$ cat config.mk
export PLATFORM = sky130hd
export DESIGN_NAME = ordered_array_list_unit
export DESIGN_NICKNAME = d
export VERILOG_FILES = /design/src/sv/oal_pkg.sv /design/src/sv/ordered_array_list_unit.sv /design/src/sv/oal_ram.sv /design/src/sv/oal_dp.sv /design/src/sv/oal_ctrl.sv
export SDC_FILE = /design/constraint.sdc
export NUM_CORES = 1
export LEC_CHECK = 0
export BUFFER_PORTS_ARGS = -buffer_cell sky130_fd_sc_hd__clkbuf_2
export CORE_MARGIN = 2
export CORE_UTILIZATION = 35
export DETAILED_ROUTE_END_ITERATION = 10
export PLACE_DENSITY = 0.56
export SYNTH_ARGS = -nofsm -noshare
export SYNTH_HDL_FRONTEND = slang
export SYNTH_HIERARCHICAL = 1
export SYNTH_SLANG_ARGS = --single-unit
$ cat constraint.sdc
create_clock -name clk_i -period 5 [get_ports clk_i]
set_input_delay 1 -clock clk_i [delete_from_list [all_inputs] [get_ports clk_i]]
set_output_delay 1 -clock clk_i [all_outputs]
set_load 0.02 [all_outputs]
$ cat src/sv/oal_pkg.sv
package oal_pkg;

  // List geometry. The list holds at most DEPTH words of VALUE_W bits.
  localparam int unsigned DEPTH   = 32;
  localparam int unsigned VALUE_W = 32;
  localparam int unsigned ADDR_W  = $clog2(DEPTH);
  localparam int unsigned CNT_W   = $clog2(DEPTH + 1);

  typedef enum logic [1:0] {
    KIND_INSERT = 2'd0,
    KIND_DELETE = 2'd1,
    KIND_SEARCH = 2'd2,
    KIND_NONE   = 2'd3
  } oal_kind_e;

  typedef enum logic [2:0] {
    STAT_OK        = 3'd0,
    STAT_NOT_FOUND = 3'd1,
    STAT_BAD_POS   = 3'd2,
    STAT_FULL      = 3'd3,
    STAT_EMPTY     = 3'd4
  } oal_status_e;

  typedef enum logic [3:0] {
    S_IDLE,
    S_DISPATCH,
    S_INS_TEST,
    S_INS_MOVE,
    S_DEL_READ,
    S_DEL_CAP,
    S_DEL_TEST,
    S_DEL_MOVE,
    S_SRCH_TEST,
    S_SRCH_CMP,
    S_RESP
  } oal_state_e;

  typedef enum logic [1:0] {
    PTR_COUNT,
    PTR_POS,
    PTR_ZERO
  } oal_ptr_src_e;

  typedef enum logic {
    ADDR_PTR,
    ADDR_PTR_M1
  } oal_addr_e;

  typedef enum logic {
    WDATA_WORD,
    WDATA_SHIFT
  } oal_wdata_e;

  // Commands from the controller to the datapath.
  typedef struct packed {
    logic         latch;
    logic         ptr_ld;
    oal_ptr_src_e ptr_src;
    logic         ptr_inc;
    logic         ptr_dec;
    oal_addr_e    raddr_sel;
    logic         wr_en;
    oal_addr_e    waddr_sel;
    oal_wdata_e   wdata_sel;
    logic         cnt_inc;
    logic         cnt_dec;
    logic         cap_removed;
    logic         set_found;
    logic         stat_we;
    oal_status_e  stat_code;
  } oal_cmd_t;

  // Status from the datapath to the controller.
  typedef struct packed {
    oal_kind_e kind;
    logic      full;
    logic      empty;
    logic      pos_gt_cnt;
    logic      pos_ge_cnt;
    logic      ptr_eq_pos;
    logic      ptr_lt_cnt;
    logic      match;
  } oal_stat_t;

endpackage

$ cat src/sv/ordered_array_list_unit.sv
// Channel    Direction  Handshake            Payload ports
// request    in         start, busy          kind_i, position_i, value_i
// result     out        done_o (one cycle)   status_o, found_index_o, removed_value_o,
//                                            entry_count_o, is_empty_o, is_full_o
//
// A request is taken at a rising edge where start is high and busy is low. The block
// serves one request at a time. A rejected request or the unused kind goes from
// dispatch straight to the result strobe; an insert, delete or search first walks
// the list through the single list RAM, where each entry moved or compared takes a
// read and then a write or compare. Reset clears the entry count and the controller;
// the RAM is not cleared, since only entries below the count are ever read. The result
// receiver cannot stall the block.
module ordered_array_list_unit
  import oal_pkg::*;
(
  input  logic                clk_i,
  input  logic                rst_ni,
  input  logic                start,
  output logic                busy,
  input  logic [1:0]          kind_i,
  input  logic [5:0]          position_i,
  input  logic [31:0]         value_i,
  output logic                done_o,
  output logic [2:0]          status_o,
  output logic [4:0]          found_index_o,
  output logic [31:0]         removed_value_o,
  output logic [5:0]          entry_count_o,
  output logic                is_empty_o,
  output logic                is_full_o
);

  // The controller steers every datapath step through one command bundle and
  // makes its decisions from start and the status bundle that comes back.
  oal_cmd_t  cmd;
  oal_stat_t stat;

  oal_ctrl u_ctrl (
    .clk_i  (clk_i),
    .rst_ni (rst_ni),
    .start  (start),
    .busy   (busy),
    .done_o (done_o),
    .stat_i (stat),
    .cmd_o  (cmd)
  );

  // The datapath holds the list RAM, the entry count, the walking pointer and
  // the result fields, which stay stable while the result strobe is high.
  oal_dp u_dp (
    .clk_i           (clk_i),
    .rst_ni          (rst_ni),
    .cmd_i           (cmd),
    .stat_o          (stat),
    .kind_i          (kind_i),
    .position_i      (position_i),
    .value_i         (value_i),
    .status_o        (status_o),
    .found_index_o   (found_index_o),
    .removed_value_o (removed_value_o),
    .entry_count_o   (entry_count_o),
    .is_empty_o      (is_empty_o),
    .is_full_o       (is_full_o)
  );

endmodule

$ cat src/sv/oal_ram.sv
module oal_ram #(
  parameter int unsigned WIDTH = 32,
  parameter int unsigned DEPTH = 32
) (
  input  logic                     clk_i,
  input  logic                     we_i,
  input  logic [$clog2(DEPTH)-1:0] waddr_i,
  input  logic [WIDTH-1:0]         wdata_i,
  input  logic [$clog2(DEPTH)-1:0] raddr_i,
  output logic [WIDTH-1:0]         rdata_o
);

  logic [WIDTH-1:0] mem [DEPTH];
  logic [WIDTH-1:0] rdata_q;

  always_ff @(posedge clk_i) begin
    if (we_i) begin
      mem[waddr_i] <= wdata_i;
    end
    rdata_q <= mem[raddr_i];
  end

  assign rdata_o = rdata_q;

endmodule

$ cat src/sv/oal_dp.sv
module oal_dp
  import oal_pkg::*;
(
  input  logic                clk_i,
  input  logic                rst_ni,
  input  oal_cmd_t            cmd_i,
  output oal_stat_t           stat_o,
  input  logic [1:0]          kind_i,
  input  logic [5:0]          position_i,
  input  logic [VALUE_W-1:0]  value_i,
  output logic [2:0]          status_o,
  output logic [ADDR_W-1:0]   found_index_o,
  output logic [VALUE_W-1:0]  removed_value_o,
  output logic [CNT_W-1:0]    entry_count_o,
  output logic                is_empty_o,
  output logic                is_full_o
);

  oal_kind_e          kind_q;
  logic [5:0]         pos_q;
  logic [VALUE_W-1:0] word_q;
  logic [CNT_W-1:0]   count_q, count_d;
  logic [CNT_W-1:0]   ptr_q, ptr_d, ptr_m1;
  oal_status_e        status_q;
  logic [ADDR_W-1:0]  found_q;
  logic [VALUE_W-1:0] removed_q;

  logic [ADDR_W-1:0]  raddr, waddr;
  logic [VALUE_W-1:0] wdata, rdata;

  assign ptr_m1 = ptr_q - CNT_W'(1);

  // Request fields are held for the whole operation.
  always_ff @(posedge clk_i) begin
    if (cmd_i.latch) begin
      kind_q <= oal_kind_e'(kind_i);
      pos_q  <= position_i;
      word_q <= value_i;
    end
  end

  always_comb begin
    count_d = count_q;
    if (cmd_i.cnt_inc) begin
      count_d = count_q + CNT_W'(1);
    end else if (cmd_i.cnt_dec) begin
      count_d = count_q - CNT_W'(1);
    end
  end

  always_comb begin
    ptr_d = ptr_q;
    if (cmd_i.ptr_ld) begin
      case (cmd_i.ptr_src)
        PTR_COUNT: ptr_d = count_q;
        PTR_POS:   ptr_d = pos_q;
        default:   ptr_d = '0;
      endcase
    end else if (cmd_i.ptr_inc) begin
      ptr_d = ptr_q + CNT_W'(1);
    end else if (cmd_i.ptr_dec) begin
      ptr_d = ptr_m1;
    end
  end

  always_ff @(posedge clk_i or negedge rst_ni) begin
    if (!rst_ni) begin
      count_q <= '0;
      ptr_q   <= '0;
    end else begin
      count_q <= count_d;
      ptr_q   <= ptr_d;
    end
  end

  // Result fields of the request in progress.
  always_ff @(posedge clk_i) begin
    if (cmd_i.latch) begin
      status_q  <= STAT_OK;
      found_q   <= '0;
      removed_q <= '0;
    end else begin
      if (cmd_i.stat_we) begin
        status_q <= cmd_i.stat_code;
      end
      if (cmd_i.set_found) begin
        found_q <= ptr_q[ADDR_W-1:0];
      end
      if (cmd_i.cap_removed) begin
        removed_q <= rdata;
      end
    end
  end

  assign raddr = (cmd_i.raddr_sel == ADDR_PTR_M1) ? ptr_m1[ADDR_W-1:0] : ptr_q[ADDR_W-1:0];
  assign waddr = (cmd_i.waddr_sel == ADDR_PTR_M1) ? ptr_m1[ADDR_W-1:0] : ptr_q[ADDR_W-1:0];
  assign wdata = (cmd_i.wdata_sel == WDATA_SHIFT) ? rdata : word_q;

  oal_ram #(
    .WIDTH (VALUE_W),
    .DEPTH (DEPTH)
  ) u_ram (
    .clk_i   (clk_i),
    .we_i    (cmd_i.wr_en),
    .waddr_i (waddr),
    .wdata_i (wdata),
    .raddr_i (raddr),
    .rdata_o (rdata)
  );

  always_comb begin
    stat_o.kind       = kind_q;
    stat_o.full       = (count_q == CNT_W'(DEPTH));
    stat_o.empty      = (count_q == '0);
    stat_o.pos_gt_cnt = ({1'b0, pos_q} > 7'(count_q));
    stat_o.pos_ge_cnt = ({1'b0, pos_q} >= 7'(count_q));
    stat_o.ptr_eq_pos = (7'(ptr_q) == {1'b0, pos_q});
    stat_o.ptr_lt_cnt = (ptr_q < count_q);
    stat_o.match      = (rdata == word_q);
  end

  assign status_o        = status_q;
  assign found_index_o   = found_q;
  assign removed_value_o = removed_q;
  assign entry_count_o   = count_q;
  assign is_empty_o      = (count_q == '0);
  assign is_full_o       = (count_q == CNT_W'(DEPTH));

  // The list never holds more than its depth.
  a_count_bound: assert property (@(posedge clk_i) disable iff (!rst_ni)
    count_q <= CNT_W'(DEPTH))
    else $error("entry count beyond depth");

  // A growing list gains exactly one entry.
  a_count_inc: assert property (@(posedge clk_i) disable iff (!rst_ni)
    cmd_i.cnt_inc |=> count_q == $past(count_q) + CNT_W'(1))
    else $error("insert did not add one entry");

endmodule

$ cat src/sv/oal_ctrl.sv
module oal_ctrl
  import oal_pkg::*;
(
  input  logic      clk_i,
  input  logic      rst_ni,
  input  logic      start,
  output logic      busy,
  output logic      done_o,
  input  oal_stat_t stat_i,
  output oal_cmd_t  cmd_o
);

  oal_state_e state_q, state_d;

  always_ff @(posedge clk_i or negedge rst_ni) begin
    if (!rst_ni) begin
      state_q <= S_IDLE;
    end else begin
      state_q <= state_d;
    end
  end

  always_comb begin
    state_d = state_q;
    cmd_o   = '0;
    busy    = (state_q != S_IDLE);
    done_o  = 1'b0;

    case (state_q)
      S_IDLE: begin
        if (start) begin
          cmd_o.latch = 1'b1;
          state_d     = S_DISPATCH;
        end
      end

      S_DISPATCH: begin
        case (stat_i.kind)
          KIND_INSERT: begin
            if (stat_i.full) begin
              cmd_o.stat_we   = 1'b1;
              cmd_o.stat_code = STAT_FULL;
              state_d         = S_RESP;
            end else if (stat_i.pos_gt_cnt) begin
              cmd_o.stat_we   = 1'b1;
              cmd_o.stat_code = STAT_BAD_POS;
              state_d         = S_RESP;
            end else begin
              cmd_o.ptr_ld  = 1'b1;
              cmd_o.ptr_src = PTR_COUNT;
              state_d       = S_INS_TEST;
            end
          end
          KIND_DELETE: begin
            if (stat_i.empty) begin
              cmd_o.stat_we   = 1'b1;
              cmd_o.stat_code = STAT_EMPTY;
              state_d         = S_RESP;
            end else if (stat_i.pos_ge_cnt) begin
              cmd_o.stat_we   = 1'b1;
              cmd_o.stat_code = STAT_BAD_POS;
              state_d         = S_RESP;
            end else begin
              cmd_o.ptr_ld  = 1'b1;
              cmd_o.ptr_src = PTR_POS;
              state_d       = S_DEL_READ;
            end
          end
          KIND_SEARCH: begin
            cmd_o.ptr_ld  = 1'b1;
            cmd_o.ptr_src = PTR_ZERO;
            state_d       = S_SRCH_TEST;
          end
          default: begin
            state_d = S_RESP;
          end
        endcase
      end

      // Walk down from the tail, moving each entry up by one slot.
      S_INS_TEST: begin
        if (stat_i.ptr_eq_pos) begin
          cmd_o.wr_en     = 1'b1;
          cmd_o.waddr_sel = ADDR_PTR;
          cmd_o.wdata_sel = WDATA_WORD;
          cmd_o.cnt_inc   = 1'b1;
          state_d         = S_RESP;
        end else begin
          cmd_o.raddr_sel = ADDR_PTR_M1;
          state_d         = S_INS_MOVE;
        end
      end

      S_INS_MOVE: begin
        cmd_o.wr_en     = 1'b1;
        cmd_o.waddr_sel = ADDR_PTR;
        cmd_o.wdata_sel = WDATA_SHIFT;
        cmd_o.ptr_dec   = 1'b1;
        state_d         = S_INS_TEST;
      end

      S_DEL_READ: begin
        cmd_o.raddr_sel = ADDR_PTR;
        state_d         = S_DEL_CAP;
      end

      S_DEL_CAP: begin
        cmd_o.cap_removed = 1'b1;
        cmd_o.ptr_inc     = 1'b1;
        state_d           = S_DEL_TEST;
      end

      // Walk up from the hole, moving each entry down by one slot.
      S_DEL_TEST: begin
        if (stat_i.ptr_lt_cnt) begin
          cmd_o.raddr_sel = ADDR_PTR;
          state_d         = S_DEL_MOVE;
        end else begin
          cmd_o.cnt_dec = 1'b1;
          state_d       = S_RESP;
        end
      end

      S_DEL_MOVE: begin
        cmd_o.wr_en     = 1'b1;
        cmd_o.waddr_sel = ADDR_PTR_M1;
        cmd_o.wdata_sel = WDATA_SHIFT;
        cmd_o.ptr_inc   = 1'b1;
        state_d         = S_DEL_TEST;
      end

      S_SRCH_TEST: begin
        if (stat_i.ptr_lt_cnt) begin
          cmd_o.raddr_sel = ADDR_PTR;
          state_d         = S_SRCH_CMP;
        end else begin
          cmd_o.stat_we   = 1'b1;
          cmd_o.stat_code = STAT_NOT_FOUND;
          state_d         = S_RESP;
        end
      end

      S_SRCH_CMP: begin
        if (stat_i.match) begin
          cmd_o.set_found = 1'b1;
          state_d         = S_RESP;
        end else begin
          cmd_o.ptr_inc = 1'b1;
          state_d       = S_SRCH_TEST;
        end
      end

      S_RESP: begin
        done_o  = 1'b1;
        state_d = S_IDLE;
      end

      default: begin
        state_d = S_IDLE;
      end
    endcase
  end

  // Each result strobe closes the request and frees the block.
  a_resp_to_idle: assert property (@(posedge clk_i) disable iff (!rst_ni)
    done_o |=> !busy)
    else $error("block still busy after result");

  // The list only grows when there is room and only shrinks when it holds something.
  a_grow_room: assert property (@(posedge clk_i) disable iff (!rst_ni)
    (cmd_o.cnt_inc |-> !stat_i.full) and (cmd_o.cnt_dec |-> !stat_i.empty))
    else $error("entry count changed past a limit");

  // An accepted request is dispatched in the following cycle.
  a_accept_dispatch: assert property (@(posedge clk_i) disable iff (!rst_ni)
    (start && !busy) |=> state_q == S_DISPATCH)
    else $error("accepted request not dispatched");

endmodule

Word-level counts from Yosys, hierarchy flattened
Memories as Yosys holds them, arrays and structs flattened. A register that Yosys moved wholly into a read port is not among the register bits.
Cells that the tools add are included.
Word-level totals
  logic and storage cells: 93
  memories: 1
  register bits after elaboration: 96
  bits in read-only memories: 0
  bits of input ports: 43
  latch bits: 0
  memory bits (writable): 1024
Cells by class
  divide/modulo/power cells: 0
  $mul: 0
  add/subtract/negate cells: 4
  shift-type cells: 0
  $lt $le $gt $ge: 3
  bitwise logic cells: 0
  mux-type cells: 51
  equal/unequal tests: 17
  reduce and logical (&&, ||, !) cells: 8
Memories
  u_dp.u_ram.mem: depth 32, bits a word 32, rd ports 1, clocked after memory_dff 1, wr ports 1, RTL line oal_ram.sv:13  | logic [WIDTH-1:0] mem [DEPTH];
Operators by type and width (number)
  4-bit two-way mux: 13
  4-bit one-hot mux with 9 select lines: 1
  32-bit == test: 1
  32-bit two-way mux: 1
  6-bit two-way mux: 5
  3-bit one-hot mux with 3 select lines: 2
  4-bit by 3-bit == test with 1-bit output (second input constant): 4
  4-bit one-hot mux with 2 select lines: 2
  1-bit two-way mux: 15
  3-bit two-way mux: 5
  6-bit by 1-bit adder with 6-bit output (second input constant): 2
  4-bit == test (second input constant): 3
  4-bit one-hot mux with 3 select lines: 1
  6-bit one-hot mux with 2 select lines: 1
  6-bit by 1-bit subtractor with 6-bit output (second input constant): 2
  5-bit two-way mux: 2
  4-bit by 2-bit == test with 1-bit output (second input constant): 2
  6-bit == test: 1
  6-bit == test (second input constant): 1
  6-bit greater-or-equal comparator: 1
  6-bit > comparator: 1
  6-bit logical NOT: 1
  6-bit less-than comparator: 1
  2-bit by 1-bit == test with 1-bit output (second input constant): 2
  other kinds (11): 13

Depth between registers and ports, before layout
Gate-level depths: netlist (run 1).
  depth in word-level cells: 8
  mapped depth: 14

Hierarchy
The synthesis (run 1) kept the hierarchy.
Modules (own cells, without submodules)
  oal_ram: cells an instance 2260, area each 40492.6 sq um, times used 1
  oal_dp: cells an instance 404, area each 4692.0 sq um, times used 1
  oal_ctrl: cells an instance 74, area each 553.0 sq um, times used 1

Worst setup path after synthesis (run 1)
No wires, ideal clock.
  path kind: flip-flop to flip-flop
  start: register u_dp.ptr_q[3]
  end: memory u_dp.u_ram.mem[28][0], enable pin
  stages on the path, launching flop included: 10
  slack: 1.108 ns
  library setup time: 0.421 ns
  arrival time: 3.471 ns
  cell sequence: dfrtp_1 buf_4 xnor2_1 nand4_1 nor3_1 and3_1 or2_2 or3b_2 clkbuf_1 nor2_1
RTL lines
  start, declared: RTL line oal_dp.sv:23  | logic [CNT_W-1:0] ptr_q, ptr_d, ptr_m1;
  start signal, assigned: RTL line oal_dp.sv:72  | ptr_q <= ptr_d;
  end, declared: RTL line oal_ram.sv:13

==> results of run 1 <==
==> critical path: cells and delay by family (launching register included) <==
family | cells | cell delay (ns)
AO/OA/AOI/OAI | 1 | 0.19
flip-flops | 1 | 0.68
XOR/XNOR | 2 | 0.63
AND/OR/NAND/NOR | 7 | 1.68
buffers and inverters | 2 | 0.83
==> cells in the final DEF, fill, tap and decap left out, drive strengths merged, types with 6 or more instances in the layout <==
cell type and count:
nor2 95, a21oi 107, o21ai 6, xnor2 16
xor2 38, nor4 12, mux2i 558, buf 80
nand2b 8, mux2 33, dfrtp 16, a22o 64
a22oi 96, ha 17, dfxtp 72, clkinv 52
a21o 7, nor3 38, a31oi 33, inv 16
nand3 103, nand3b 8, bufinv 7, edfxtp 1064
nand2 115, clkbuf 247
==> cell type report <==
| cell class | instances | area (µm²) |
|---|---|---|
| clock buffers | 155 | 3210 |
| well taps | 1742 | 2180 |
| clock inverters | 64 | 533 |
| flip-flops and latches | 1152 | 33800 |
| inverters | 13 | 48.8 |
| fillers | 11616 | 77300 |
| repair buffers | 172 | 1340 |
| multi-input cells | 1421 | 11300 |
| diodes | 1 | 2.50 |
==> logic make-up (layout without fill, tap and decap cells) <==
family / after synthesis / count (layout) / synth area share, %
compound gates: 340 / 340 / 5.09
other cells: 0 / 1 / 0
flops: 1152 / 1152 / 73.9
simple gates: 418 / 418 / 4.32
xor+xnor: 54 / 54 / 1.03
fa+ha+maj: 18 / 18 / 0.509
mux: 591 / 591 / 13.0
buf+inv: 165 / 404 / 2.14
==> flip-flops by register name, indices dropped and copies added (netlist names) <==
register              count
u_dp/removed_value_o     32
u_dp/u_ram/rdata_o       32
u_dp/kind_q               2
u_dp/ptr_q                6
u_dp/word_q              32
u_ctrl/state_q            4
u_dp/entry_count_o        6
u_dp/found_index_o        5
u_dp/status_o             3
u_dp/pos_q                6
u_dp/u_ram/mem         1024
==> metal layers <==
layer  global-route usage (%)  up-vias  share of wire, %
li1                         -    10984                 -
met1                     25.6    12625                46
met2                     27.0      792                45
met3                     3.33      154               6.8
met4                     5.10        2               2.4
met5                        0        -            0.0075
==> power groups by stage <==
stage | clock network, mW | logic [mW] | registers (mW)
global placement | 0 | 13.7 | 12.7
CTS | 8.66 | 13.8 | 12.5
detailed placement | 0 | 13.8 | 12.7
global route | 9.03 | 14.7 | 12.6
finish | 8.50 | 13.8 | 12.5
floorplan | 0 | 9.39 | 12.4
==> worst max-delay path by stage <==
| stage | start | end |
|---|---|---|
| final | u_dp/ptr_q[0] | u_dp/u_ram/rdata_o[28] |
| after global routing | u_dp/ptr_q[0] | u_dp/u_ram/rdata_o[28] |
| after CTS | u_dp/ptr_q[0] | u_dp/u_ram/rdata_o[28] |
| after detailed placement | u_dp/ptr_q[0] | u_dp/u_ram/rdata_o[28] |
| after global placement | u_dp/ptr_q[0] | u_dp/u_ram/rdata_o[28] |
| after floorplan | u_dp/ptr_q[3] | u_dp/u_ram/mem[28][0] |
==> flow_metrics.env, run 1 <==
export IMPL_finalHoldViolations=0
export IMPL_rsz0062_at_grt="false"
export IMPL_combPwrFrac_pct=39.6
export IMPL_via_per_inst=5.20
export IMPL_antenna_found_initial=2
export IMPL_synth_top_flop_cell="edfxtp_1"
export IMPL_status="completed"
export IMPL_ir_drop_mv=0.731
export IMPL_hp_class="primary input to async pin"
export IMPL_finalNetCount=2940
export IMPL_critPathArrivalTime_ns=4.79
export IMPL_initial_core_util_pct=35.3
export IMPL_p_switching_mw=13.1
export IMPL_io_pins=93
export IMPL_routed_wl_mm=119
export IMPL_vias=24557
export IMPL_cts_setup_buffers=0
export IMPL_swShare_pct=37.7
export IMPL_dp_cells=4500
export IMPL_slew_violations=0
export IMPL_fin_setup_tns_ns=0
export IMPL_area_growth_pct=14.5
export IMPL_ys_warn_count=6
export IMPL_grt_max_degree=124
export IMPL_ys_ff_latch=1152
export IMPL_r2r_slack_ns=0.75
export IMPL_cts_root_buf="clkbuf_16"
export IMPL_h_tree_depth=3
export IMPL_syn_inst=2738
export IMPL_hpwlAfterDp_mm=70.9
export IMPL_critPathMaxStageDelay_ns=0.68
export IMPL_drtIter0Drc=2464
export IMPL_timing_final_crit_period_ns=4.25
export IMPL_drive_above_1_share_pct=14.5
export IMPL_drv_cap=0
export IMPL_finalCritPeriodShare_pct=85.0
export IMPL_seq_power_share_pct=35.9
export IMPL_post_synth_top_count_cell="edfxtp_1"
export IMPL_final_util_pct=40.4
export IMPL_finalInstanceArea_um2=52400
export IMPL_cts_resized_gates=0
export IMPL_cts_inserted_buffers=119
export IMPL_crit_slowest_cell="dfrtp_1"
export IMPL_crit_fanout=40
export IMPL_fin_cells=4720
export IMPL_hold_buffers=0
export IMPL_worst_hold_slack_ns=0.260
export IMPL_worstPathCellList="xnor2_1 -> nand4_1 -> nor3_1 -> nor4_1 -> buf_4 -> nand2_1 -> xnor2_1 -> and2_4 -> buf_4 -> a22oi_1 -> nand3_1 -> nand3_1"
export IMPL_yosys_top_cells_area="edfxtp_1 70%, mux2i_1 12%, dfxtp_1 3.2%"
export IMPL_worst_pin_slew_ns=1.18
export IMPL_syn_cell_area_um2=45700
export IMPL_grt_pass1_vias=24026
export IMPL_relSlewSlack_pct=21.0
export IMPL_rows=132
export IMPL_leakage_nw=17.9
export IMPL_drc=0
export IMPL_r2r_cells=12
export IMPL_cp_data_required_time_ns=5.54
export IMPL_worstSetupPathType="register to register"
export IMPL_grt_pass1_wl_mm=171
export IMPL_yosys_area_top_type="edfxtp_1"
export IMPL_placed_area_um2=48600
export IMPL_synth_distinct_cells=62
export IMPL_async_flop_share_pct=1.39
export IMPL_layout_setup_ws_ns=0.751
export IMPL_clock_power_share_pct=24.4
export IMPL_ant_nets=0
export IMPL_pre_cts_ws_ns=0.927
export IMPL_syn_avg_cell_area_um2=16.7
export IMPL_setup_viol=0
export IMPL_timing_rr_start="u_dp/ptr_q[0]"
export IMPL_overflow=0
export IMPL_p_int_mw=21.7
export IMPL_power_mw=34.8
export IMPL_r2r_end="u_dp/u_ram/rdata_o[28]"
export IMPL_cts_sinks=1152
export IMPL_yosys_top_cells_count="1064 x edfxtp_1, 558 x mux2i_1, 115 x nand2_1"
export IMPL_synth_nets=2799
export IMPL_grt_usage_pct=17.6
export IMPL_critPathCaptureType="register"
export IMPL_cp_start_kind="register"
export IMPL_synth_top_cell_area_share_pct=69.9
export IMPL_cts_buffer_depth=3
export IMPL_insertion_delay_ns=0.70
export IMPL_die_height_um=365
export IMPL_synth_enable_flop_cells=1064
export IMPL_dieWidth_um=365
export IMPL_fmax_ghz=0.235
export IMPL_coreArea_um2=130000
export IMPL_powerDensity_nw_per_um2=665
export IMPL_clkTransAtPathRegs_ns=0.06
export IMPL_seq_area_frac_synth_pct=73.9
export IMPL_port_buffers=92
export IMPL_fp_dieArea_um2=134000
export IMPL_cts_tree="yes"
export IMPL_routedWlPerCell_um=25.3
export IMPL_skew_ns=0.0272
export IMPL_gp_congestion=0.854
export IMPL_dr_pass1_iters=7
No activity file was read; power rests on OpenSTA's default activity.
==> run 2: changes to the inputs <==
Clock period 5 ns to 3.95 ns, I/O delays scaled along.
==> run 2 against run 1 <==
Routed wire length up 1.4%. Clock power up 29%. Die area unchanged. Combinational power up 28%. Flip-flop and latch count unchanged. Fmax up 17%. Clock skew down 0.0081 ns. Via count up 1.3%. Power up 27%. Core utilization up 0.80 points. Highest routed layer is now met4.
==> flow_metrics.env, run 2 (same netlist as run 1, synthesis figures left out) <==
export IMPL_status="completed"
export IMPL_cts_inserted_buffers=118
export IMPL_crit_slowest_cell="dfxtp_1"
export IMPL_timing_final_crit_period_ns=3.63
export IMPL_dr_pass1_iters=5
export IMPL_timing_rr_start="u_dp/u_ram/rdata_o[1]"
export IMPL_swShare_pct=36.0
export IMPL_area_growth_pct=16.8
export IMPL_rows=132
export IMPL_r2r_slack_ns=0.32
export IMPL_cp_start_kind="register"
export IMPL_drc=0
export IMPL_worstPathCellList="xor2_1 -> nor4_1 -> nand4_1 -> nor2_1 -> o31ai_1 -> and2_1 -> nand2b_1 -> o41ai_1 -> xnor2_1 -> o22ai_1"
export IMPL_overflow=0
export IMPL_multi_input_area_um2=11300
export IMPL_h_tree_depth=3
export IMPL_grtUsageMet2_pct=29.6
export IMPL_r2r_end="u_dp/ptr_q[3]"
export IMPL_combPwrFrac_pct=39.7
export IMPL_worst_pin_slew_ns=0.843
export IMPL_hp_class="primary input to async pin"
export IMPL_dieWidth_um=365
export IMPL_r2r_cells=10
export IMPL_fp_dieArea_um2=134000
export IMPL_grt_usage_pct=17.9
export IMPL_drive_above_1_share_pct=16.4
export IMPL_met3_usage_pct=2.44
export IMPL_cts_root_buf="clkbuf_16"
export IMPL_initial_core_util_pct=35.3
export IMPL_clkTransAtPathRegs_ns=0.06
export IMPL_ant_nets=0
export IMPL_drv_cap=0
export IMPL_seq_power_share_pct=35.5
export IMPL_largest_reg_flops=1024
export IMPL_fillers=11579
export IMPL_gp_congestion=0.796
export IMPL_worst_path_stages=10
export IMPL_cp_data_required_time_ns=4.52
export IMPL_critPathMaxStageDelay_ns=0.65
export IMPL_seqCellArea_um2=33800
export IMPL_die_height_um=365
export IMPL_grt_busiest_layer="met2"
export IMPL_leakage_nw=18.5
export IMPL_slew_violations=0
export IMPL_hpwlAfterDp_mm=73.2
export IMPL_crit_buf_inv=0
export IMPL_p_int_mw=28.4
export IMPL_p_switching_mw=16.0
export IMPL_crit_fanout=8
export IMPL_hold_buffers=0
export IMPL_worstSetupPathType="register to register"
export IMPL_relSlewSlack_pct=43.8
export IMPL_cts_buffer_depth=3
export IMPL_routed_wl_mm=121
export IMPL_finalCritPeriodShare_pct=92.0
export IMPL_via_per_inst=5.19
export IMPL_finalNetCount=3014
export IMPL_setup_viol=0
export IMPL_clock_power_share_pct=24.8
export IMPL_routedWlPerCell_um=25.2
export IMPL_fmax_ghz=0.275
export IMPL_powerDensity_nw_per_um2=830
export IMPL_grt_max_degree=55
export IMPL_rsz0062_at_grt="false"
export IMPL_drtIter0Drc=2277
export IMPL_globalRouteMet1Util_pct=24.9
export IMPL_critPathCaptureType="register"
export IMPL_antenna_found_initial=1
export IMPL_finalHoldViolations=0
export IMPL_fin_setup_tns_ns=0
export IMPL_crit_family="simple AND/OR/NAND/NOR gates"
export IMPL_cts_sinks=1152
export IMPL_top_register="u_dp/u_ram/mem"
export IMPL_insertion_delay_ns=0.70
export IMPL_cts_setup_buffers=0
export IMPL_critPathArrivalTime_ns=4.20
export IMPL_io_pins=93
export IMPL_port_buffers=92
export IMPL_layout_commonest_cell="edfxtp_1"
export IMPL_coreArea_um2=130000
export IMPL_grt_pass1_wl_mm=174
export IMPL_vias=24881
export IMPL_power_mw=44.3
export IMPL_cts_tree="yes"
export IMPL_grt_pass1_vias=24534
export IMPL_skew_ns=0.0191
export IMPL_diodes=0
export IMPL_cts_resized_gates=0
export IMPL_mostFrequentLayoutCells="1064 x edfxtp_1, 558 x mux2i_1, 121 x clkbuf_16"
export IMPL_ir_drop_mv=0.613
export IMPL_final_util_pct=41.2
-- run 2: cell count changes in the layout (fill, tap and decap cells not counted), moves of 9 or more --
cell and delta:
clkbuf_8 +9, clkbuf_1 +9, buf_4 +43, clkinv_2 -14, buf_12 +32
-- run 2: area by class of cell --
type | count | share of cell area [%]
clock inverters | 50 | 0.853
flip-flops and latches | 1152 | 63.3
repair buffers | 247 | 4.31
well taps | 1742 | 4.08
inverters | 13 | 0.0914
multi-input cells | 1421 | 21.1
clock buffers | 173 | 6.30
-- run 2: metal layers --
layer / vias to the layer above / wire length, µm
met5: - / 0
met1: 12847 / 54600
li1: 11162 / -
met4: 0 / 2740
met2: 712 / 58000
met3: 160 / 5790
-- run 2: power groups by stage --
stage	logic, mW	registers [mW]	clock network, mW
after floorplan	11.9	15.7	0
after global placement	17.6	16.0	0
after detailed placement	17.6	16.0	0
after CTS	17.7	15.7	11.2
after global routing	18.8	15.8	11.6
final	17.6	15.8	11.0
-- run 2: worst max-delay path by stage --
stage	start	end	slack [ns]
3_5_place_dp	u_dp/u_ram/rdata_o[1]	u_dp/ptr_q[3]	0.38
4_1_cts	u_dp/u_ram/rdata_o[1]	u_dp/ptr_q[3]	0.35
3_3_place_gp	u_dp/u_ram/rdata_o[1]	u_dp/ptr_q[3]	0.33
5_1_grt	u_ctrl/state_q[2]	u_dp/u_ram/mem[13][27]	0.19
2_1_floorplan	u_dp/ptr_q[3]	u_dp/u_ram/mem[28][0]	0.06
6_report	u_dp/u_ram/rdata_o[1]	u_dp/ptr_q[3]	0.32
-- run 2: stage by stage --
stage	cell area (µm²)	hold WS [ns]	setup WS, ns	instances
2_1_floorplan	45700	0.494	0.0582	2738
3_3_place_gp	49600	0.474	0.333	4575
3_5_place_dp	49600	0.487	0.378	4575
4_1_cts	53400	0.0155	0.348	4798
5_1_grt	53400	0.0539	0.192	4798
6_report	53400	0.0520	0.318	4798
